==> config.mk <==
export PLATFORM = sky130hd
export DESIGN_NAME = hashed_block_buffer_cache
export DESIGN_NICKNAME = d
export VERILOG_FILES = /design/src/hdl/hbbc_pkg.sv /design/src/hdl/hashed_block_buffer_cache.sv
export SDC_FILE = /design/constraint.sdc
export NUM_CORES = 2
export LEC_CHECK = 0
export BUFFER_PORTS_ARGS = -buffer_cell sky130_fd_sc_hd__buf_2
export CAP_MARGIN = 5
export CORE_UTILIZATION = 35
export DETAILED_ROUTE_END_ITERATION = 16
export PLACE_DENSITY_LB_ADDON = 0.05
export SYNTH_ARGS = -nofsm -noshare
export SYNTH_HDL_FRONTEND = slang
export SYNTH_SLANG_ARGS = --single-unit
==> constraint.sdc <==
create_clock -name clk -period 7.48 [get_ports clk]
set_input_delay 0.748 -clock clk [delete_from_list [all_inputs] [get_ports clk]]
set_output_delay 0.748 -clock clk [all_outputs]
set_load 0.005 [all_outputs]
==> src/hdl/hbbc_pkg.sv <==
`timescale 1ns / 1ps
`default_nettype none
package hbbc_pkg;
    localparam int ENTRY_COUNT_DEF  = 32;
    localparam int BUCKET_COUNT_DEF = 13;
    localparam int DEV_W   = 16;
    localparam int BLK_W   = 32;
    localparam int IDX_W   = 5;
    localparam int STAMP_W = 32;
    localparam int REFS_W  = 8;
    localparam logic [REFS_W-1:0] REFS_MAX = 8'd255;

    typedef enum logic [1:0] {
        REQ_GET     = 2'd0,
        REQ_RELEASE = 2'd1,
        REQ_PIN     = 2'd2,
        REQ_NONE    = 2'd3
    } req_t;

    typedef enum logic [1:0] {
        ST_OK        = 2'd0,
        ST_NO_FREE   = 2'd1,
        ST_UNDERFLOW = 2'd2,
        ST_OVERFLOW  = 2'd3
    } status_t;
endpackage
`default_nettype wire

==> src/hdl/hashed_block_buffer_cache.sv <==
`timescale 1ns / 1ps
`default_nettype none
// Hashed buffer cache bookkeeping. Pulse start while busy is low; exactly one
// result appears later for one cycle with done high, and the receiver must
// take it then. Entry fields and links sit in one synchronous memory read
// once per cycle. An ignored request gives its result in the cycle after it
// is accepted, and a release or pin first reads its entry in S_IDX. A get
// walks the home bucket, then, on a miss with no free entry there, every
// entry of the other buckets. The home bucket is found by folding the block
// number bytes with their weights mod BUCKET_COUNT until one byte is left,
// then a constant table. After reset, a clearing pass writes every entry and
// sets up links; busy stays high during it.
module hashed_block_buffer_cache #(
    parameter int ENTRY_COUNT  = hbbc_pkg::ENTRY_COUNT_DEF,
    parameter int BUCKET_COUNT = hbbc_pkg::BUCKET_COUNT_DEF
) (
    input  wire logic                         clk,
    input  wire logic                         rst_n,
    input  wire logic                         start,
    output logic                              busy,
    input  wire logic [1:0]                   req_type,
    input  wire logic [hbbc_pkg::DEV_W-1:0]   device,
    input  wire logic [hbbc_pkg::BLK_W-1:0]   block_number,
    input  wire logic [hbbc_pkg::IDX_W-1:0]   entry_index,
    input  wire logic [hbbc_pkg::STAMP_W-1:0] now_ticks,
    output logic                              done,
    output logic [hbbc_pkg::IDX_W-1:0]        granted_entry,
    output logic                              was_hit,
    output logic                              needs_fill,
    output logic [1:0]                        status
);
    import hbbc_pkg::*;

    localparam int EW = $clog2(ENTRY_COUNT + 1);      // holds null
    localparam int AW = (ENTRY_COUNT > 1) ? $clog2(ENTRY_COUNT) : 1;
    localparam int BW = (BUCKET_COUNT > 1) ? $clog2(BUCKET_COUNT) : 1;
    localparam int SW = EW + 1;
    localparam logic [EW-1:0] LNULL = EW'(ENTRY_COUNT);
    localparam logic [BW-1:0] BLAST = BW'(BUCKET_COUNT - 1);
    localparam logic [AW-1:0] ALAST = AW'(ENTRY_COUNT - 1);
    localparam logic [SW-1:0] SLIM  = SW'(ENTRY_COUNT);
    // byte weights: 2^8, 2^16 and 2^24 mod the bucket count
    localparam logic [15:0] FW1 = 16'(256 % BUCKET_COUNT);
    localparam logic [15:0] FW2 = 16'(65536 % BUCKET_COUNT);
    localparam logic [15:0] FW3 = 16'(((65536 % BUCKET_COUNT) * 256) % BUCKET_COUNT);

    function automatic logic [256*BW-1:0] home_table();
        logic [256*BW-1:0] t;
        t = '0;
        for (int i = 0; i < 256; i++)
        begin
            t[i*BW +: BW] = BW'(i % BUCKET_COUNT);
        end
        return t;
    endfunction

    localparam logic [256*BW-1:0] HOME_LUT = home_table();

    typedef struct packed {
        logic [DEV_W-1:0]   dev;
        logic [BLK_W-1:0]   blk;
        logic               vld;
        logic [REFS_W-1:0]  refs;
        logic [STAMP_W-1:0] stamp;
        logic [EW-1:0]      link;
    } slot_t;

    typedef enum logic [12:0] {
        S_CLEAR  = 13'b0000000000001,
        S_IDLE   = 13'b0000000000010,
        S_MOD    = 13'b0000000000100,
        S_HHEAD  = 13'b0000000001000,
        S_HRD    = 13'b0000000010000,
        S_HCHK   = 13'b0000000100000,
        S_FREE   = 13'b0000001000000,
        S_OHEAD  = 13'b0000010000000,
        S_ORD    = 13'b0000100000000,
        S_OCHK   = 13'b0001000000000,
        S_UNLINK = 13'b0010000000000,
        S_APPEND = 13'b0100000000000,
        S_IDX    = 13'b1000000000000
    } state_t;

    slot_t         mem [ENTRY_COUNT];
    logic [EW-1:0] first_reg [BUCKET_COUNT];
    slot_t         rd_q;

    state_t state_reg, state_next;
    logic            mwe;
    logic [AW-1:0]   mwa, mra;
    slot_t           mwd;
    logic            fwe;
    logic [BW-1:0]   fwa;
    logic [EW-1:0]   fwd;

    logic [1:0]         req_reg;
    logic [DEV_W-1:0]   dev_reg;
    logic [BLK_W-1:0]   blk_reg;
    logic [IDX_W-1:0]   idx_reg;
    logic [STAMP_W-1:0] now_reg;
    logic [BLK_W-1:0]   fold_reg, fold_next;
    logic [BW-1:0]      home_reg, home_next, bk_reg, bk_next;
    logic [EW-1:0]      cur_reg, cur_next, tail_reg, tail_next, free_reg, free_next;
    logic [EW-1:0]      prev_reg, prev_next, best_reg, best_next, bprev_reg, bprev_next;
    logic [BW-1:0]      bbk_reg, bbk_next;
    logic               found_reg, found_next;
    logic [STAMP_W-1:0] old_reg, old_next;
    logic [SW-1:0]      steps_reg, steps_next;
    logic [EW-1:0]      blink_reg, blink_next;
    logic [AW-1:0]      clr_reg, clr_next;
    logic               done_next;
    logic [IDX_W-1:0]   ge_next;
    logic               hit_next, fill_next;
    logic [1:0]         st_next;
    logic [15:0]        fold_sum;
    logic [BW-1:0]      home_lut;

    always_ff @(posedge clk)
    begin
        if (mwe)
        begin
            mem[mwa] <= mwd;
        end
        rd_q <= mem[mra];
    end

    always_ff @(posedge clk or negedge rst_n)
    begin
        if (!rst_n)
        begin
            for (int i = 0; i < BUCKET_COUNT; i++)
            begin
                first_reg[i] <= (i == 0) ? EW'(0) : LNULL;
            end
        end
        else if (fwe)
        begin
            first_reg[fwa] <= fwd;
        end
    end

    always_comb
    begin
        state_next = state_reg;
        mwe = 1'b0; mwa = cur_reg[AW-1:0]; mwd = rd_q; mra = cur_reg[AW-1:0];
        fwe = 1'b0; fwa = bk_reg; fwd = LNULL;
        fold_next = fold_reg; home_next = home_reg; bk_next = bk_reg;
        cur_next = cur_reg; tail_next = tail_reg; free_next = free_reg;
        prev_next = prev_reg; best_next = best_reg; bprev_next = bprev_reg;
        bbk_next = bbk_reg; found_next = found_reg; old_next = old_reg;
        steps_next = steps_reg; blink_next = blink_reg; clr_next = clr_reg;
        done_next = 1'b0; ge_next = granted_entry; hit_next = 1'b0;
        fill_next = 1'b0; st_next = ST_OK;
        fold_sum = 16'(fold_reg[7:0]) + 16'(fold_reg[15:8]) * FW1
                 + 16'(fold_reg[23:16]) * FW2 + 16'(fold_reg[31:24]) * FW3;
        home_lut = HOME_LUT[int'(fold_reg[7:0]) * BW +: BW];
        unique case (state_reg)
            S_CLEAR:
            begin
                mwe = 1'b1; mwa = clr_reg;
                mwd = '0;
                mwd.link = (clr_reg == ALAST) ? LNULL : EW'(clr_reg) + EW'(1);
                clr_next = clr_reg + AW'(1);
                if (clr_reg == ALAST) state_next = S_IDLE;
            end
            S_IDLE:
            begin
                if (start)
                begin
                    if (req_type == REQ_GET)
                    begin
                        fold_next = block_number; state_next = S_MOD;
                    end
                    else if (req_type == REQ_NONE
                             || 32'(entry_index) >= 32'(ENTRY_COUNT))
                    begin
                        done_next = 1'b1; ge_next = entry_index;
                    end
                    else
                    begin
                        cur_next = EW'(entry_index); state_next = S_IDX;
                        mra = AW'(entry_index);
                    end
                end
            end
            S_IDX:
            begin
                done_next = 1'b1; ge_next = idx_reg; state_next = S_IDLE;
                if (req_reg == REQ_RELEASE)
                begin
                    if (rd_q.refs == '0) st_next = ST_UNDERFLOW;
                    else begin mwe = 1'b1; mwd.refs = rd_q.refs - REFS_W'(1); end
                end
                else if (rd_q.refs == REFS_MAX) st_next = ST_OVERFLOW;
                else begin mwe = 1'b1; mwd.refs = rd_q.refs + REFS_W'(1); end
            end
            S_MOD:
            begin
                // weighted byte fold keeps the value mod the bucket count
                if (fold_reg[BLK_W-1:8] == '0) state_next = S_HHEAD;
                else fold_next = {16'b0, fold_sum};
            end
            S_HHEAD:
            begin
                home_next = home_lut;
                cur_next = first_reg[home_lut];
                tail_next = LNULL; free_next = LNULL; steps_next = '0;
                state_next = S_HRD;
            end
            S_HRD:
            begin
                if (cur_reg >= LNULL || steps_reg >= SLIM) state_next = S_FREE;
                else state_next = S_HCHK;
            end
            S_HCHK:
            begin
                if (rd_q.dev == dev_reg && rd_q.blk == blk_reg)
                begin
                    done_next = 1'b1; hit_next = 1'b1;
                    ge_next = IDX_W'(cur_reg); state_next = S_IDLE;
                    if (rd_q.refs == REFS_MAX) st_next = ST_OVERFLOW;
                    else
                    begin
                        mwe = 1'b1; mwd.stamp = rd_q.stamp + STAMP_W'(1);
                        mwd.refs = rd_q.refs + REFS_W'(1); mwd.vld = 1'b1;
                        fill_next = ~rd_q.vld;
                    end
                end
                else
                begin
                    if (rd_q.refs == '0) free_next = cur_reg;
                    tail_next = cur_reg; cur_next = rd_q.link;
                    steps_next = steps_reg + SW'(1); state_next = S_HRD;
                end
            end
            S_FREE:
            begin
                if (free_reg < LNULL)
                begin
                    cur_next = free_reg; mra = free_reg[AW-1:0];
                    state_next = S_APPEND;   // read for assign, no relink
                    best_next = LNULL;
                end
                else
                begin
                    bk_next = '0; found_next = 1'b0; best_next = LNULL;
                    state_next = S_OHEAD;
                end
            end
            S_OHEAD:
            begin
                if (bk_reg == home_reg)
                begin
                    if (bk_reg == BLAST) begin state_next = S_UNLINK; steps_next = '0; end
                    else bk_next = bk_reg + BW'(1);
                end
                else
                begin
                    cur_next = first_reg[bk_reg]; prev_next = LNULL;
                    steps_next = '0; state_next = S_ORD;
                end
            end
            S_ORD:
            begin
                if (cur_reg >= LNULL || steps_reg >= SLIM)
                begin
                    if (bk_reg == BLAST) begin state_next = S_UNLINK; steps_next = '0; end
                    else begin bk_next = bk_reg + BW'(1); state_next = S_OHEAD; end
                end
                else state_next = S_OCHK;
            end
            S_OCHK:
            begin
                if (rd_q.refs == '0 && (!found_reg || rd_q.stamp < old_reg))
                begin
                    found_next = 1'b1; old_next = rd_q.stamp; best_next = cur_reg;
                    bprev_next = prev_reg; bbk_next = bk_reg; blink_next = rd_q.link;
                end
                prev_next = cur_reg; cur_next = rd_q.link;
                steps_next = steps_reg + SW'(1); state_next = S_ORD;
            end
            S_UNLINK:
            begin
                if (!found_reg)
                begin
                    done_next = 1'b1; ge_next = '0; st_next = ST_NO_FREE;
                    state_next = S_IDLE;
                end
                else
                begin
                    // bypass the stolen entry, then hook it to the home tail
                    if (bprev_reg < LNULL)
                    begin
                        mwe = 1'b1; mwa = bprev_reg[AW-1:0];
                        mwd = rd_q; mra = bprev_reg[AW-1:0];
                        if (steps_reg == '0) mwe = 1'b0;
                        else mwd.link = blink_reg;
                        steps_next = (steps_reg == '0) ? SW'(1) : '0;
                        if (steps_reg != '0) state_next = S_APPEND;
                    end
                    else
                    begin
                        fwe = 1'b1; fwa = bbk_reg; fwd = blink_reg;
                        state_next = S_APPEND; steps_next = '0;
                    end
                    if (state_next == S_APPEND)
                    begin
                        cur_next = tail_reg < LNULL ? tail_reg : best_reg;
                        mra = cur_next[AW-1:0];
                    end
                end
            end
            S_APPEND:
            begin
                // cur holds the entry just read: tail (steal) or granted entry
                if (best_reg < LNULL && tail_reg < LNULL && cur_reg == tail_reg
                    && steps_reg == '0)
                begin
                    mwe = 1'b1; mwa = tail_reg[AW-1:0]; mwd = rd_q;
                    mwd.link = best_reg; steps_next = SW'(1);
                    cur_next = best_reg; mra = best_reg[AW-1:0];
                end
                else if (steps_reg == '0 && best_reg < LNULL && tail_reg >= LNULL)
                begin
                    fwe = 1'b1; fwa = home_reg; fwd = best_reg;
                    steps_next = SW'(1);
                    mra = best_reg[AW-1:0];
                end
                else if (steps_reg == '0 && best_reg >= LNULL)
                begin
                    steps_next = SW'(1);   // plain reuse, data already read
                    mra = cur_reg[AW-1:0];
                end
                else
                begin
                    mwe = 1'b1; mwa = cur_reg[AW-1:0];
                    mwd.dev = dev_reg; mwd.blk = blk_reg; mwd.vld = 1'b1;
                    mwd.refs = REFS_W'(1); mwd.stamp = now_reg;
                    mwd.link = (best_reg < LNULL) ? LNULL : rd_q.link;
                    done_next = 1'b1; fill_next = 1'b1; ge_next = IDX_W'(cur_reg);
                    state_next = S_IDLE;
                end
            end
            default: state_next = S_IDLE;
        endcase
    end

    always_ff @(posedge clk or negedge rst_n)
    begin
        if (!rst_n)
        begin
            state_reg <= S_CLEAR; clr_reg <= '0; done <= 1'b0;
            steps_reg <= '0; found_reg <= 1'b0;
        end
        else
        begin
            state_reg <= state_next; clr_reg <= clr_next; done <= done_next;
            steps_reg <= state_reg == S_FREE ? '0 : steps_next;
            found_reg <= found_next;
        end
    end

    always_ff @(posedge clk)
    begin
        if (state_reg == S_IDLE && start)
        begin
            req_reg <= req_type; dev_reg <= device; blk_reg <= block_number;
            idx_reg <= entry_index; now_reg <= now_ticks;
        end
        fold_reg <= fold_next; home_reg <= home_next;
        bk_reg <= bk_next; cur_reg <= cur_next; tail_reg <= tail_next;
        free_reg <= free_next; prev_reg <= prev_next; best_reg <= best_next;
        bprev_reg <= bprev_next; bbk_reg <= bbk_next; old_reg <= old_next;
        blink_reg <= blink_next;
        granted_entry <= ge_next; was_hit <= hit_next;
        needs_fill <= fill_next; status <= st_next;
    end

    assign busy = (state_reg != S_IDLE);

    a_nofree_zero: assert property (@(posedge clk) disable iff (!rst_n)
        done && status == ST_NO_FREE |-> granted_entry == '0 && !needs_fill)
        else $error("no-free result with entry");
    a_done_idle: assert property (@(posedge clk) disable iff (!rst_n)
        done |-> state_reg == S_IDLE) else $error("result while working");
    a_hit_nofree: assert property (@(posedge clk) disable iff (!rst_n)
        done && was_hit |-> status != ST_NO_FREE) else $error("hit flagged no free");
    a_fill_ok: assert property (@(posedge clk) disable iff (!rst_n)
        done && needs_fill |-> status == ST_OK) else $error("fill with error");
endmodule
`default_nettype wire

==> results.ini <==
[outcome]
outcome = finished clean

[place]
dpl-instance-area_um2 = 148000
place.port_buffers = 100
place_hpwl_um = 283000
gp_congestion = 0.892

[min_path]
hold_class = in -> reg
hp-start = block_number[18]

[grt]
grt_max_degree = 124
gr-total-overflow = 0
grt_usage = 0.244
first_global_vias = 86152
antenna_found_initial = 33
grt_pass1_wl_um = 693000

[drt]
drcViolationCount = 0
drt_iter0_markers = 8716
dr.pass1.iters = 7
routed_wl_um = 499000
vias = 88451
final_antenna_net_count = 0
post_drt_wl_per_cell_um = 31.4
avgViaCountPerCell = 5.57

[worst_setup_path]
rr_startpoint = state_reg[4]$_DFFE_PN0P_
startpoint_type = flop
cpMaxStageDelayCell = nor2_4
slowest_delay_ns = 0.92
path_class = reg -> reg
crit_buf_inv = 2
cp.required_ns = 8.07
end_kind = flop
crit_path_start = state_reg[4]$_DFFE_PN0P_
critPathArrivalTime_ns = 6.94
cp_max_fo = 43
path_cells = or4_1 -> nor3_1 -> nand4b_1 -> nand2_1 -> buf_4 -> o21ai_0 -> a221oi_1 -> nand3_1 -> nor2_4 -> buf_12
cp_top_family = simple AND/OR/NAND/NOR gates

[clocking]
worstSkewPairLatency_ns = 0.97
post_cts_resized = 0
cts_setup_buffers = 0
cts_root_buffer = clkbuf_16
cts_buffer_depth = 4
numCtsBuffers = 389
htreeDepth = 5
clk_pin_slew_ns = 0.06
cts.sinks = 3454
cts_tree = built

[timing]
fin_crit_sh = 0.848
skew_ns = 0.0527
hold_viol = 0
timing.hold.ws_ns = 0.0841
maxSlewViolCount = 0
fmax_ghz = 0.158
rsz0062_at_grt = false
finalSetupViolCount = 0
period_needed_ns = 6.35
finalSetupTns_ns = 0
max_slew_margin = 0.0691
worst_slew_pin_slew_ns = 1.39

[pwr]
p_comb_frac = 0.365
p_int_mw = 43.2
cellLeakagePower_nw = 56.5
p_seq_frac = 0.360
powerDensity_nw_per_um2 = 436
vdd_drop_max_mv = 0.599
sw_frac_of_total = 0.387
power_switching_mw = 27.3
power.share.clock = 0.275
total_power_mw = 70.5

[layout]
multi_input_area_um2 = 34900
drive_above_1_share = 0.110
nFillCells = 36726
final_nets = 10491
final_area_um2 = 162000
seqCellArea_um2 = 102000
largest_reg_flops = 3040
syn_to_final_growth_pct = 15.8

[synthesis]
yosys.area_share.adder = 0.0108
synth_edf_count = 3250
synth-compound-area-share = 0.0737
syn_area_per_cell_um2 = 13.9
synthArstFlopShare = 0.0304
syn_nets = 10225
synthMuxAreaShare = 0.0487
synthXorXnorAreaFrac = 0.00495
synth_top_family_by_area = simple AND/OR/NAND/NOR gates
ys_ff_latch = 3454
seq_area_frac_synth = 0.732
synthSimpleGateAreaFrac = 0.107
synthCells = 10031
ys_types = 87
synth_area_um2 = 140000
synthFlopType = edfxtp_1
ys_warn_count = 0

[die]
dieArea_um2 = 402000
die_h_um = 634
core-area_um2 = 397000
num_rows = 231
num_io_pins = 101
die_w_um = 634
start_util = 0.352

[flow_run]
maxCapViolCount = 0

-- worst reg2reg max path, cell delays in order (launching register included) --
cell and delay (ns):
dfrtp_1 0.44, or4_1 0.71, nor3_1 0.48, nand4b_1 0.58
nand2_1 0.22, buf_4 0.24, o21ai_0 0.26, a221oi_1 0.88
nand3_1 0.72, nor2_4 0.92, buf_12 0.43
-- per-layer routing --
| layer | global-route usage | vias up | wire length [um] |
|---|---|---|---|
| met5 | 0 | - | 47 |
| met4 | 0.0592 | 8 | 12000 |
| met3 | 0.0322 | 659 | 28400 |
| met2 | 0.394 | 2816 | 233000 |
| met1 | 0.348 | 46502 | 226000 |
| li1 | - | 38466 | - |
-- synthesized netlist by cell type (14+ instances only) --
master,n,share of area
a31oi_1,181,0.0081
nor2_1,165,0.0044
nand2_1,2179,0.059
nand3_1,413,0.015
a311oi_1,31,0.0019
fa_1,28,0.0040
a32o_1,17,0.0012
o211ai_1,18,0.00097
buf_1,59,0.0016
mux4_2,27,0.0044
buf_2,164,0.0059
nor3_1,40,0.0014
mux2i_1,616,0.044
edfxtp_1,3250,0.70
dfrtp_1,92,0.016
a22o_1,55,0.0034
nand4_1,145,0.0065
xnor2_1,67,0.0042
nor2b_1,28,0.0013
and3_1,192,0.0086
nor4_1,81,0.0036
a21oi_1,387,0.014
a21o_1,36,0.0019
ha_1,76,0.0068
nand2b_1,16,0.00072
a32oi_1,87,0.0055
o31ai_1,14,0.00075
a22oi_1,73,0.0039
o21ai_0,329,0.012
dfxtp_1,99,0.014
clkbuf_1,304,0.0082
o22ai_1,288,0.013
and2_1,47,0.0021
buf_4,64,0.0034
inv_1,122,0.0033
a221oi_1,18,0.0011
-- worst paths after layout --
kind / slack, ns / cells after the start / end
max: 1.13 / 10 / mem[28][81]$_DFFE_PP_
min: 0.08 / 1 / blk_reg[18]$_DFFE_PP_
max reg2reg: 1.13 / 10 / mem[28][81]$_DFFE_PP_
min reg2reg: 0.42 / 0 / bprev_reg[0]$_DFFE_PP_
max in group asynchronous: 5.78 / 3 / state_reg[1]$_DFFE_PN0P_
min in group asynchronous: 0.38 / 2 / first_reg[22]$_DFFE_PN0P_
-- cells by family after synthesis --
kind of cell | after synthesis
and+or+nand+nor | 3386
muxes | 646
xor gates and xnor gates | 79
DFF | 3454
AOI/OAI and AO/OA | 1632
buffers and inverters | 730
adders and majority gates | 104
-- layout make-up --
class / instances / area share
sequential: 3454 / 0.632
multi-input combinational: 5847 / 0.215
clock buffer: 515 / 0.0654
tap: 5242 / 0.0405
timing repair buffer: 481 / 0.0297
clock inverter: 211 / 0.0141
inverter: 124 / 0.00291
antenna: 9 / 0.000139
-- timing repair --
action | CTS | global route
endpoints found under the hold margin | 91 | 0
hold buffers | 51 | 0
endpoints found under the setup margin | 0 | 0
-- per-stage QoR --
step / setup slack, ns / cells / utilization
after detailed placement: 1.17 / 15096 / 0.374
after floorplan: 0.0225 / 10031 / -
final: 1.13 / 15883 / 0.408
after global placement: 1.15 / 15093 / 0.374
after CTS: 1.14 / 15873 / 0.408
after global routing: 0.868 / 15876 / 0.408
-- power groups by stage --
stage	sequential [mW]	combinational (mW)	clock, mW
global route	25.4	27.8	20.4
global placement	25.8	25.8	0
detailed placement	25.8	25.9	0
floorplan	25.2	15.7	0
finish	25.4	25.7	19.4
CTS	25.4	26.0	19.8
-- cells in the final DEF, fill, tap and decap left out, drive strengths merged, types with 36 or more instances in the layout --
master,instances
edfxtp,3250
nand2,2179
mux2i,616
clkbuf,515
buf,430
nand3,413
a21oi,387
o21ai,329
o22ai,288
and3,192
a31oi,181
nor2,168
nand4,145
clkinv,143
inv,140
dfxtp,99
dfrtp,92
nor4,88
a32oi,87
ha,76
a22oi,73
xnor2,67
a22o,55
dlygate4sd3,51
and2,48
nor3,41
bufinv,39
a21o,36
Note: power is estimated with default switching activity, not from simulation.
